<file path="src/rtl/annexb_access_unit_splitter_macros.svh">
// ----------------------------------------------------------------------------
// Assertion macros
// Concurrent assertion wrappers shared by the access unit splitter RTL.
// ----------------------------------------------------------------------------
`ifndef ANNEXB_ACCESS_UNIT_SPLITTER_MACROS_SVH
`define ANNEXB_ACCESS_UNIT_SPLITTER_MACROS_SVH

`ifndef NO_ASSERTIONS
// clocked check, disabled while reset is asserted
`define AUS_ASSERT(lbl, clk, rstn, prop, msg) \
  lbl: assert property (@(posedge clk) disable iff (!rstn) prop) else $error(msg);
// clocked check with no reset qualifier
`define AUS_ASSERT_NR(lbl, clk, prop, msg) \
  lbl: assert property (@(posedge clk) prop) else $error(msg);
`else
`define AUS_ASSERT(lbl, clk, rstn, prop, msg)
`define AUS_ASSERT_NR(lbl, clk, prop, msg)
`endif

`endif

</file>
<file path="src/rtl/aus_pkg.sv">
// ----------------------------------------------------------------------------
// aus_pkg
// Types and constants of the Annex-B access unit splitter.
// ----------------------------------------------------------------------------
`default_nettype none

package aus_pkg;

  localparam int unsigned PosW      = 32;  // stream offsets, wrap modulo 2^32
  localparam int unsigned CountW    = 32;  // unit counter
  localparam int unsigned SkipW     = 20;  // skip_count register
  localparam int unsigned ByteW     = 8;
  localparam int unsigned NalTypeW  = 5;
  localparam int unsigned ApbDataW  = 32;
  localparam int unsigned ApbAddrW  = 3;
  localparam int unsigned RegIdxW   = ApbAddrW - 2;

  localparam int unsigned FifoDepth = 4;
  localparam int unsigned PtrW      = $clog2(FifoDepth);
  localparam int unsigned FillW     = $clog2(FifoDepth + 1);

  // register index map
  localparam logic [RegIdxW-1:0] RegSkipCount = RegIdxW'(0);

  // NAL unit types
  localparam logic [NalTypeW-1:0] NalTypeIdr      = 5'd5;
  localparam logic [NalTypeW-1:0] NalTypeSps      = 5'd7;
  localparam logic [NalTypeW-1:0] NalTypeSliceMin = 5'd1;
  localparam logic [NalTypeW-1:0] NalTypeSliceMax = 5'd5;

  localparam logic [ByteW-1:0] ZeroByte      = 8'h00;
  localparam logic [ByteW-1:0] StartCodeByte = 8'h01;

  localparam logic [1:0] ZeroRunMax  = 2'd3;
  localparam logic [1:0] ZeroRunCode = 2'd2;

  typedef struct packed {
    logic [PosW-1:0]   au_offset;
    logic [PosW-1:0]   au_length;
    logic              key_frame;
    logic [CountW-1:0] unit_index;
    logic              last_of_run;
  } aus_result_t;

  // writes into the result queue from one parse step
  typedef struct packed {
    logic v0;  // slot 0 carries a result
    logic v1;  // slot 1 carries a result (only with slot 0)
  } aus_push_t;

endpackage

`default_nettype wire

</file>
<file path="src/rtl/aus_in_if.sv">
// ----------------------------------------------------------------------------
// aus_in_if
// Byte stream channel: valid/ready handshake with one stream byte per transfer.
// ----------------------------------------------------------------------------
`default_nettype none

interface aus_in_if;
  logic       valid;
  logic       ready;
  logic [7:0] data_byte;
  logic       end_of_stream;

  modport source (output valid, output data_byte, output end_of_stream, input ready);
  modport sink   (input valid, input data_byte, input end_of_stream, output ready);
endinterface

`default_nettype wire

</file>
<file path="src/rtl/aus_out_if.sv">
// ----------------------------------------------------------------------------
// aus_out_if
// Access unit channel: valid/ready handshake with one access unit per transfer.
// ----------------------------------------------------------------------------
`default_nettype none

interface aus_out_if;
  logic        valid;
  logic        ready;
  logic [31:0] au_offset;
  logic [31:0] au_length;
  logic        key_frame;
  logic [31:0] unit_index;
  logic        last_of_run;

  modport source (output valid, output au_offset, output au_length, output key_frame,
                  output unit_index, output last_of_run, input ready);
  modport sink   (input valid, input au_offset, input au_length, input key_frame,
                  input unit_index, input last_of_run, output ready);
endinterface

`default_nettype wire

</file>
<file path="src/rtl/aus_fifo.sv">
// ----------------------------------------------------------------------------
// aus_fifo
// Result queue: takes up to two access units per cycle, sends one per transfer.
// ----------------------------------------------------------------------------
`default_nettype none

`include "annexb_access_unit_splitter_macros.svh"

module aus_fifo (
  input  logic                clk_i,
  input  logic                rst_ni,
  input  aus_pkg::aus_push_t  push_i,
  input  aus_pkg::aus_result_t res0_i,
  input  aus_pkg::aus_result_t res1_i,
  output logic                room_o,
  aus_out_if.source           out_o
);
  import aus_pkg::*;

  aus_result_t      mem_q [FifoDepth];
  logic [PtrW-1:0]  wptr_q, wptr_d;
  logic [PtrW-1:0]  rptr_q, rptr_d;
  logic [FillW-1:0] fill_q, fill_d;
  logic [PtrW-1:0]  wptr_nxt;
  logic             pop;
  aus_result_t      head;

  assign pop      = out_o.valid && out_o.ready;
  assign wptr_nxt = wptr_q + PtrW'(1);
  assign room_o   = (fill_q <= FillW'(FifoDepth - 2));

  always_comb begin
    wptr_d = wptr_q + PtrW'(push_i.v0) + PtrW'(push_i.v1);
    rptr_d = pop ? rptr_q + PtrW'(1) : rptr_q;
    fill_d = fill_q + FillW'(push_i.v0) + FillW'(push_i.v1) - FillW'(pop);
  end

  always_ff @(posedge clk_i or negedge rst_ni) begin
    if (!rst_ni) begin
      wptr_q <= '0;
      rptr_q <= '0;
      fill_q <= '0;
    end else begin
      wptr_q <= wptr_d;
      rptr_q <= rptr_d;
      fill_q <= fill_d;
    end
  end

  always_ff @(posedge clk_i) begin
    if (push_i.v0) begin
      mem_q[wptr_q] <= res0_i;
    end
    if (push_i.v1) begin
      mem_q[wptr_nxt] <= res1_i;
    end
  end

  assign head              = mem_q[rptr_q];
  assign out_o.valid       = (fill_q != '0);
  assign out_o.au_offset   = head.au_offset;
  assign out_o.au_length   = head.au_length;
  assign out_o.key_frame   = head.key_frame;
  assign out_o.unit_index  = head.unit_index;
  assign out_o.last_of_run = head.last_of_run;

  `AUS_ASSERT(a_push_needs_room, clk_i, rst_ni, push_i.v0 |-> room_o, "push without room")
  `AUS_ASSERT(a_fill_bound, clk_i, rst_ni, fill_q <= FillW'(FifoDepth), "queue overfilled")

endmodule

`default_nettype wire

</file>
<file path="src/rtl/aus_parse.sv">
// ----------------------------------------------------------------------------
// aus_parse
// Input register plus start code scan, access unit grouping and skip and key filter.
// ----------------------------------------------------------------------------
`default_nettype none

`include "annexb_access_unit_splitter_macros.svh"

module aus_parse (
  input  logic                        clk_i,
  input  logic                        rst_ni,
  aus_in_if.sink                      in_i,
  input  logic [aus_pkg::SkipW-1:0]   skip_count_i,
  input  logic                        room_i,
  output aus_pkg::aus_push_t          push_o,
  output aus_pkg::aus_result_t        res0_o,
  output aus_pkg::aus_result_t        res1_o
);
  import aus_pkg::*;

  // input register
  logic              s_valid_q;
  logic [ByteW-1:0]  s_byte_q;
  logic              s_eos_q;
  logic              step;

  // parser state
  logic [PosW-1:0]   pos_q, pos_d;
  logic [1:0]        zrun_q, zrun_d;
  logic              hdr_q, hdr_d;
  logic [PosW-1:0]   pend_q, pend_d;
  logic              open_q, open_d;
  logic [PosW-1:0]   start_q, start_d;
  logic              slice_q, slice_d;
  logic              ukey_q, ukey_d;
  logic [CountW-1:0] cnt_q, cnt_d;
  logic              armed_q, armed_d;

  logic [NalTypeW-1:0] hdr_type;
  logic                nal_key, nal_vcl;
  logic                close_unit, emit0, emit1, armed_n;
  logic [CountW-1:0]   cnt_a, cnt_b, cnt_fin, skip_ext;
  aus_result_t         r_close, r_eos;

  assign step       = s_valid_q && room_i;
  assign in_i.ready = !s_valid_q || room_i;

  always_ff @(posedge clk_i or negedge rst_ni) begin
    if (!rst_ni) begin
      s_valid_q <= 1'b0;
    end else if (in_i.ready) begin
      s_valid_q <= in_i.valid;
    end
  end

  always_ff @(posedge clk_i) begin
    if (in_i.ready && in_i.valid) begin
      s_byte_q <= in_i.data_byte;
      s_eos_q  <= in_i.end_of_stream;
    end
  end

  assign hdr_type = s_byte_q[NalTypeW-1:0];
  assign nal_key  = (hdr_type == NalTypeIdr) || (hdr_type == NalTypeSps);
  assign nal_vcl  = hdr_type inside {[NalTypeSliceMin:NalTypeSliceMax]};
  assign skip_ext = CountW'(skip_count_i);
  assign cnt_a    = cnt_q + CountW'(1);
  assign cnt_b    = cnt_q + CountW'(2);

  always_comb begin
    pos_d      = pos_q;
    zrun_d     = zrun_q;
    hdr_d      = hdr_q;
    pend_d     = pend_q;
    open_d     = open_q;
    start_d    = start_q;
    slice_d    = slice_q;
    ukey_d     = ukey_q;
    cnt_d      = cnt_q;
    armed_d    = armed_q;
    close_unit = 1'b0;
    emit0      = 1'b0;
    emit1      = 1'b0;
    armed_n    = armed_q;
    cnt_fin    = cnt_a;

    if (step) begin
      if (hdr_q) begin
        hdr_d  = 1'b0;
        zrun_d = '0;
        if (open_q && slice_q) begin
          // header after the unit's slice: close it, open the next
          close_unit = 1'b1;
          start_d    = pend_q;
          ukey_d     = nal_key;
          slice_d    = nal_vcl;
        end else if (open_q) begin
          ukey_d  = ukey_q || nal_key;
          slice_d = slice_q || nal_vcl;
        end else begin
          open_d  = 1'b1;
          start_d = pend_q;
          ukey_d  = nal_key;
          slice_d = nal_vcl;
        end
      end else if (s_byte_q == ZeroByte) begin
        if (zrun_q != ZeroRunMax) begin
          zrun_d = zrun_q + 2'd1;
        end
      end else begin
        if (s_byte_q == StartCodeByte && zrun_q >= ZeroRunCode && !s_eos_q) begin
          pend_d = pos_q - ((zrun_q == ZeroRunMax) ? PosW'(3) : PosW'(2));
          hdr_d  = 1'b1;
        end
        zrun_d = '0;
      end

      // skip and key filter for the closed unit
      if (close_unit && cnt_a > skip_ext && (armed_q || ukey_q)) begin
        emit0   = 1'b1;
        armed_n = 1'b1;
      end
      cnt_d = close_unit ? cnt_a : cnt_q;

      // end of stream flushes the open unit
      cnt_fin = close_unit ? cnt_b : cnt_a;
      if (s_eos_q && open_d && cnt_fin > skip_ext && (armed_n || ukey_d)) begin
        emit1   = 1'b1;
        armed_n = 1'b1;
      end
      armed_d = armed_n;

      if (s_eos_q) begin
        pos_d   = '0;
        zrun_d  = '0;
        hdr_d   = 1'b0;
        pend_d  = '0;
        open_d  = 1'b0;
        start_d = '0;
        slice_d = 1'b0;
        ukey_d  = 1'b0;
        cnt_d   = '0;
        armed_d = 1'b0;
      end else begin
        pos_d = pos_q + PosW'(1);
      end
    end
  end

  always_comb begin
    r_close.au_offset   = start_q;
    r_close.au_length   = pend_q - start_q;
    r_close.key_frame   = ukey_q;
    r_close.unit_index  = cnt_a;
    r_close.last_of_run = !emit1;

    // open unit as it stands after this byte's header update
    r_eos.au_offset   = (hdr_q && (close_unit || !open_q)) ? pend_q : start_q;
    r_eos.au_length   = pos_q + PosW'(1) - r_eos.au_offset;
    r_eos.key_frame   = (hdr_q && (close_unit || !open_q)) ? nal_key :
                        (ukey_q || (hdr_q && nal_key));
    r_eos.unit_index  = cnt_fin;
    r_eos.last_of_run = 1'b1;

    push_o = '0;
    res0_o = r_close;
    res1_o = r_eos;
    if (emit0) begin
      push_o.v0 = 1'b1;
      push_o.v1 = emit1;
    end else if (emit1) begin
      push_o.v0 = 1'b1;
      res0_o    = r_eos;
    end
  end

  always_ff @(posedge clk_i or negedge rst_ni) begin
    if (!rst_ni) begin
      pos_q   <= '0;
      zrun_q  <= '0;
      hdr_q   <= 1'b0;
      pend_q  <= '0;
      open_q  <= 1'b0;
      start_q <= '0;
      slice_q <= 1'b0;
      ukey_q  <= 1'b0;
      cnt_q   <= '0;
      armed_q <= 1'b0;
    end else begin
      pos_q   <= pos_d;
      zrun_q  <= zrun_d;
      hdr_q   <= hdr_d;
      pend_q  <= pend_d;
      open_q  <= open_d;
      start_q <= start_d;
      slice_q <= slice_d;
      ukey_q  <= ukey_d;
      cnt_q   <= cnt_d;
      armed_q <= armed_d;
    end
  end

  `AUS_ASSERT(a_hdr_clears_run, clk_i, rst_ni, hdr_q |-> (zrun_q == '0), "zero run kept past start code")
  `AUS_ASSERT(a_closed_unit_idle, clk_i, rst_ni, !open_q |-> (!slice_q && !ukey_q), "unit flags without open unit")
  `AUS_ASSERT(a_eos_resets, clk_i, rst_ni, (step && s_eos_q) |=> (pos_q == '0 && !open_q && !hdr_q && cnt_q == '0), "state kept after end of stream")

endmodule

`default_nettype wire

</file>
<file path="src/rtl/annexb_access_unit_splitter.sv">
// ----------------------------------------------------------------------------
// annexb_access_unit_splitter
// Splits an H.264 Annex-B byte stream into access units with skip and key gate.
// ----------------------------------------------------------------------------
// Usage:
//   in_i carries one stream byte per transfer; end_of_stream marks the last
//   byte, which flushes the open access unit and returns the parser to reset.
//   out_o carries one access unit per transfer (offset, length, key flag,
//   1-based unit index, last_of_run). One byte closes at most two units.
//   skip_count is written through the APB port at address 0; the user must
//   write it only while idle, the block itself does not enforce this.
// Timing:
//   A byte is registered in the input register and parsed into a four-entry
//   result queue when the queue has room; its results show on out_o from the
//   queue. One byte per cycle is sustained while the queue has room; the
//   only limit is the result queue, which must hold room for two units.
// Reset and stalls:
//   Reset clears the parser, the queue and skip_count. When the receiver
//   stalls, results collect in the queue; once it holds three entries the
//   byte in the input register waits and in_i ready drops; nothing is lost.
// ----------------------------------------------------------------------------
`default_nettype none

module annexb_access_unit_splitter (
  input  logic                          clk_i,
  input  logic                          rst_ni,
  aus_in_if.sink                        in_i,
  aus_out_if.source                     out_o,
  input  logic                          psel,
  input  logic                          penable,
  input  logic                          pwrite,
  input  logic [aus_pkg::ApbAddrW-1:0]  paddr,
  input  logic [aus_pkg::ApbDataW-1:0]  pwdata,
  output logic [aus_pkg::ApbDataW-1:0]  prdata,
  output logic                          pready
);
  import aus_pkg::*;

  logic [SkipW-1:0] skip_q;
  logic             reg_hit;
  logic             room;
  aus_push_t        push;
  aus_result_t      res0, res1;

  assign pready  = 1'b1;
  assign reg_hit = (paddr[ApbAddrW-1:2] == RegSkipCount);

  always_ff @(posedge clk_i or negedge rst_ni) begin
    if (!rst_ni) begin
      skip_q <= '0;
    end else if (psel && penable && pwrite && pready && reg_hit) begin
      skip_q <= pwdata[SkipW-1:0];
    end
  end

  assign prdata = reg_hit ? ApbDataW'(skip_q) : '0;

  aus_parse u_parse (
    .clk_i        (clk_i),
    .rst_ni       (rst_ni),
    .in_i         (in_i),
    .skip_count_i (skip_q),
    .room_i       (room),
    .push_o       (push),
    .res0_o       (res0),
    .res1_o       (res1)
  );

  aus_fifo u_fifo (
    .clk_i  (clk_i),
    .rst_ni (rst_ni),
    .push_i (push),
    .res0_i (res0),
    .res1_i (res1),
    .room_o (room),
    .out_o  (out_o)
  );

endmodule

`default_nettype wire

</file>
<file path="src/flat_wrapper.sv">
// flat-port wrapper written by rule: the top's interface ports become plain ports
module annexb_access_unit_splitter_flat import aus_pkg::*;
  (clk_i, rst_ni, psel, penable, pwrite, paddr, pwdata, prdata, pready, in_i_valid, in_i_data_byte, in_i_end_of_stream, in_i_ready, out_o_valid, out_o_au_offset, out_o_au_length, out_o_key_frame, out_o_unit_index, out_o_last_of_run, out_o_ready);
  aus_in_if in_i_i ();
  aus_out_if out_o_i ();
  input  logic clk_i;
  input  logic rst_ni;
  input  logic psel;
  input  logic penable;
  input  logic pwrite;
  input  logic [aus_pkg::ApbAddrW-1:0] paddr;
  input  logic [aus_pkg::ApbDataW-1:0] pwdata;
  output logic [aus_pkg::ApbDataW-1:0] prdata;
  output logic pready;
  input wire logic [$bits(in_i_i.valid)-1:0] in_i_valid;
  input wire logic [$bits(in_i_i.data_byte)-1:0] in_i_data_byte;
  input wire logic [$bits(in_i_i.end_of_stream)-1:0] in_i_end_of_stream;
  output wire logic [$bits(in_i_i.ready)-1:0] in_i_ready;
  output wire logic [$bits(out_o_i.valid)-1:0] out_o_valid;
  output wire logic [$bits(out_o_i.au_offset)-1:0] out_o_au_offset;
  output wire logic [$bits(out_o_i.au_length)-1:0] out_o_au_length;
  output wire logic [$bits(out_o_i.key_frame)-1:0] out_o_key_frame;
  output wire logic [$bits(out_o_i.unit_index)-1:0] out_o_unit_index;
  output wire logic [$bits(out_o_i.last_of_run)-1:0] out_o_last_of_run;
  input wire logic [$bits(out_o_i.ready)-1:0] out_o_ready;
  assign in_i_i.valid = in_i_valid;
  assign in_i_i.data_byte = in_i_data_byte;
  assign in_i_i.end_of_stream = in_i_end_of_stream;
  assign in_i_ready = in_i_i.ready;
  assign out_o_valid = out_o_i.valid;
  assign out_o_au_offset = out_o_i.au_offset;
  assign out_o_au_length = out_o_i.au_length;
  assign out_o_key_frame = out_o_i.key_frame;
  assign out_o_unit_index = out_o_i.unit_index;
  assign out_o_last_of_run = out_o_i.last_of_run;
  assign out_o_i.ready = out_o_ready;
  annexb_access_unit_splitter u_core (.clk_i(clk_i), .rst_ni(rst_ni), .in_i(in_i_i), .out_o(out_o_i), .psel(psel), .penable(penable), .pwrite(pwrite), .paddr(paddr), .pwdata(pwdata), .prdata(prdata), .pready(pready));
endmodule
</file>
<file path="config.mk">
export PLATFORM = sky130hd
export DESIGN_NAME = annexb_access_unit_splitter_flat
export DESIGN_NICKNAME = d
export VERILOG_FILES = /design/src/rtl/aus_pkg.sv /design/src/rtl/aus_in_if.sv /design/src/rtl/aus_out_if.sv /design/src/rtl/aus_fifo.sv /design/src/rtl/aus_parse.sv /design/src/rtl/annexb_access_unit_splitter.sv /design/src/flat_wrapper.sv
export VERILOG_INCLUDE_DIRS = /design/src /design/src/rtl
export SDC_FILE = /design/constraint.sdc
export NUM_CORES = 1
export LEC_CHECK = 0
export BUFFER_PORTS_ARGS = -buffer_cell sky130_fd_sc_hd__buf_2
export CAP_MARGIN = 10
export CORE_MARGIN = 1.5
export CORE_UTILIZATION = 30
export DETAILED_ROUTE_END_ITERATION = 6
export PLACE_DENSITY = 0.46
export SETUP_SLACK_MARGIN = 0.2
export SLEW_MARGIN = 40
export SYNTH_ARGS = -nofsm -noshare
export SYNTH_HDL_FRONTEND = slang
export SYNTH_SLANG_ARGS = --single-unit
</file>
<file path="constraint.sdc">
create_clock -name clk_i -period 11.44 [get_ports clk_i]
set_clock_uncertainty 0.15 [all_clocks]
set_input_delay 2.86 -clock clk_i [delete_from_list [all_inputs] [get_ports clk_i]]
set_output_delay 2.86 -clock clk_i [all_outputs]
set_load 0.01 [all_outputs]
</file>
==> results.md <==
* Status: finished clean
* Clock latency on the worst-skew pair at 640 ps
* Highest-count cells in the layout ignoring fill and taps: 397 x edfxtp_1, 363 x o22ai_1, 230 x nand2_1
* Netlist cell types at 83
* Share of layout cells above drive strength 1 at 16.0%
* Setup TNS at 0 ps
* Routed length on met3 at 7.21 mm
* Int Power at 0.00409 W
* Die area at 110,000 µm²
* Finished Layout Cells at 4,468
* Total Wirelength at 112 mm
* Wire length per cell at 25.1 µm
* Leading cell type in the layout, fill and taps excluded: edfxtp_1
* Placed cell area at 34,800 µm²
* NetSw at 0.00204 W
* Sequential area share after synthesis at 49.4%
* Buffers on Ports at 156
* Rel. slew slack at 42.2%
* Sequential share of power at 37.2%
* Hold buffers post-CTS at 0
* Endpoints failing setup at 0
* RSZ-0062 raised after global routing: false
* Yosys warns at 0
* CTS Buf Count at 70
* Row cnt at 120
* Post-Synthesis Cell Area at 32,500 µm²
* Static Leak at 12.0 nW
* Sink Count at 564
* Dpl cells at 4,340
* Post-synth EDFFs at 397
* Hold Slack at 310 ps
* Critical Path Fanout Max at 42
* Power Dens Cells at 165 nW/µm²
* Post-CTS Setup Bufs at 0
* Post-cts sizing count at 0
* H-tree depth at 3
* CTS tree: yes
* Core area at 107,000 µm²
* Tmin final at 7460 ps
* Fin worst setup slack at 3980 ps
* Vias at 24,900
* Hold/Removal Path Class: reg2reg
* WP data required at 11,630 ps
* Area growth syn-to-layout at 14.0%
* Final instance area at 37,100 µm²
* Avg Synthesized Cell Area at 11.0 µm²
* Maxcap violations at 0
* Clock power frac at 37.1%
* Largest net degree at the start of global routing at 63
* Die width at 332 µm
* Die Y at 332 µm
* Top sig layer: met4
* Antenna cell count at 0
* Ys async rst share at 28.9%
* Total grt overflow at 0
* Initial Util at 30.3%
* Antenna violations before repair at 3
* Sw Ratio at 33.3%
* Max Root-Sink Buffers at 3
* DRT antenna net count at 0
* WS Path Type: reg2reg
* Top-Level Pins at 184
* Comb power frac at 25.8%
* Seq cells post-synth at 564
* Initial DRT Pass Iterations at 5
* Number of global-route vias before repair at 24,700
* Fmax at 134 MHz
* M1 wire length at 51.3 mm
* CP arrival at 7650 ps
* Top_reg_cell synth: edfxtp_1
* Via density at 5.58
* Hold Vio Cnt, Final at 0
* Worst IR drop on VDD at 0.118 mV
* DRC at 0
* Startpoint Class: flip-flop
* Tcrit/Tclk final at 65.2%
* Nets at 3,176
* Least-Margin Pin Slew at 867 ps
* Root Buffer: clkbuf_16
* Clock slew at the register clock pins of the worst setup and hold paths at 60 ps
* GR Util All Layers at 19.9%
* Initial DRC Count at 2,550
* Critical path endpoint category: flip-flop
* Routed wl met2 at 50.2 mm
* Hpwl dp at 71.9 mm
* Pre-CTS WS at 4150 ps
* First-pass GRT wire length at 165 mm
* Max Transition Viols Final at 0
* GP Congestion at 0.828
* Mapped Cells at 2,955
==> metrics by stage <==
step / util (%) / total power, W
floorplan: - / 0.00335
global placement: 32.2 / 0.00387
detailed placement: 32.4 / 0.00390
CTS: 34.6 / 0.00619
global route: 34.6 / 0.00640
finish: 34.6 / 0.00613
==> cell type report <==
cell class	instances	area [µm²]
clock buffer	95	1990
sequential	564	16100
inverter	121	457
timing repair buffer	207	1310
clock inverter	33	322
multi-input combinational	2045	15200
tap	1403	1760
fill	10700	70200
==> kinds of logic (layout without fill, tap and decap cells) <==
group           count (synthesis)  count (layout)  synth area share (%)
compound gates                866             866                  16.7
xor+xnor                      173             173                  4.70
fa+ha+maj                     116             116                  4.58
buf+inv                       357             456                  4.66
flops                         564             564                  49.4
mux                           189             189                  9.76
other cells                     2              13                0.0231
simple gates                  688             688                  10.2
==> final timing paths <==
path	start	endpoint	slack (ps)	cells past startpoint
min reg2reg	u_core.u_fifo.mem_q[3][0]$_SDFFE_PP1P_	u_core.u_fifo.mem_q[3][0]$_SDFFE_PP1P_	310	2
min in group asynchronous	rst_ni	u_core.skip_q[9]$_DFFE_PN0P_	2030	1
max reg2reg	u_core.u_parse.cnt_q[3]$_DFFE_PN0P_	u_core.u_fifo.mem_q[3][64]$_DFFE_PP_	3980	17
min	u_core.u_fifo.mem_q[3][0]$_SDFFE_PP1P_	u_core.u_fifo.mem_q[3][0]$_SDFFE_PP1P_	310	2
max	u_core.u_parse.cnt_q[3]$_DFFE_PN0P_	u_core.u_fifo.mem_q[3][64]$_DFFE_PP_	3980	17
max in group asynchronous	rst_ni	u_core.u_parse.start_q[12]$_DFFE_PN0P_	7490	3
==> cell usage after synthesis (13+ instances only) <==
master / n / share of area (%)
a21oi_1: 124 / 1.9
and2_1: 17 / 0.33
a31oi_1: 17 / 0.33
nand2_1: 230 / 2.7
edfxtp_1: 397 / 37
inv_1: 120 / 1.4
xor2_1: 70 / 1.9
nand4_1: 37 / 0.71
o21bai_1: 15 / 0.35
mux2_1: 13 / 0.45
clkbuf_1: 142 / 1.6
a22o_1: 45 / 1.2
dfrtp_1: 163 / 13
buf_2: 43 / 0.66
mux2_2: 34 / 1.2
buf_4: 14 / 0.32
ha_1: 111 / 4.3
nand3_1: 68 / 1.0
nand2b_1: 13 / 0.25
nor3_1: 37 / 0.57
o22ai_1: 364 / 7.0
nor2b_1: 17 / 0.33
mux4_2: 98 / 6.8
o21ai_0: 166 / 2.6
a21o_1: 26 / 0.60
mux2i_1: 44 / 1.4
nor4_1: 24 / 0.46
and3_1: 25 / 0.48
xnor2_1: 102 / 2.7
buf_1: 27 / 0.31
nor2_1: 162 / 1.9
==> critical path, cell delays in order, from the launching register on <==
cell	delay [ps]
dfrtp_1	590
nand3_1	260
nor3_1	700
nand2_1	380
xor2_1	430
inv_1	120
ha_1	330
nand4_1	180
nor2_1	80
a221o_1	300
o31ai_1	680
o2111ai_1	470
o21a_2	420
nor4_4	280
buf_4	630
or3_1	460
buf_4	490
o22ai_1	170
==> metal layers <==
| layer | GRT usage (%) | vias to the layer above |
|---|---|---|
| met5 | 0 | - |
| li1 | - | 11400 |
| met1 | 28.4 | 12400 |
| met4 | 6.45 | 0 |
| met2 | 30.8 | 917 |
| met3 | 3.22 | 172 |
==> power groups by stage <==
stage | Clock [W] | Sequential [W] | Combinational, W
floorplan | 0 | 0.00227 | 0.00108
global placement | 0 | 0.00239 | 0.00148
detailed placement | 0 | 0.00232 | 0.00158
CTS | 0.00232 | 0.00228 | 0.00159
global route | 0.00240 | 0.00228 | 0.00172
finish | 0.00228 | 0.00228 | 0.00158
==> sequential cells by signal (all words and copies together) (netlist names) <==
| name | count |
|---|---|
| u_core.u_parse.s_byte_q | 8 |
| u_core.u_parse.s_eos_q | 1 |
| u_core.u_parse.pend_q | 32 |
| u_core.u_parse.zrun_q | 2 |
| u_core.u_parse.ukey_q | 1 |
| u_core.u_fifo.rptr_q | 2 |
| u_core.u_parse.slice_q | 1 |
| u_core.u_parse.hdr_q | 1 |
| u_core.u_fifo.fill_q | 3 |
| u_core.u_fifo.mem_q | 392 |
| u_core.u_parse.start_q | 32 |
| u_core.u_parse.armed_q | 1 |
| u_core.u_parse.pos_q | 32 |
| u_core.u_parse.s_valid_q | 1 |
| u_core.u_parse.cnt_q | 32 |
| u_core.skip_q | 20 |
| u_core.u_parse.open_q | 1 |
| u_core.u_fifo.wptr_q | 2 |
No activity file was read; power rests on OpenSTA's default activity.
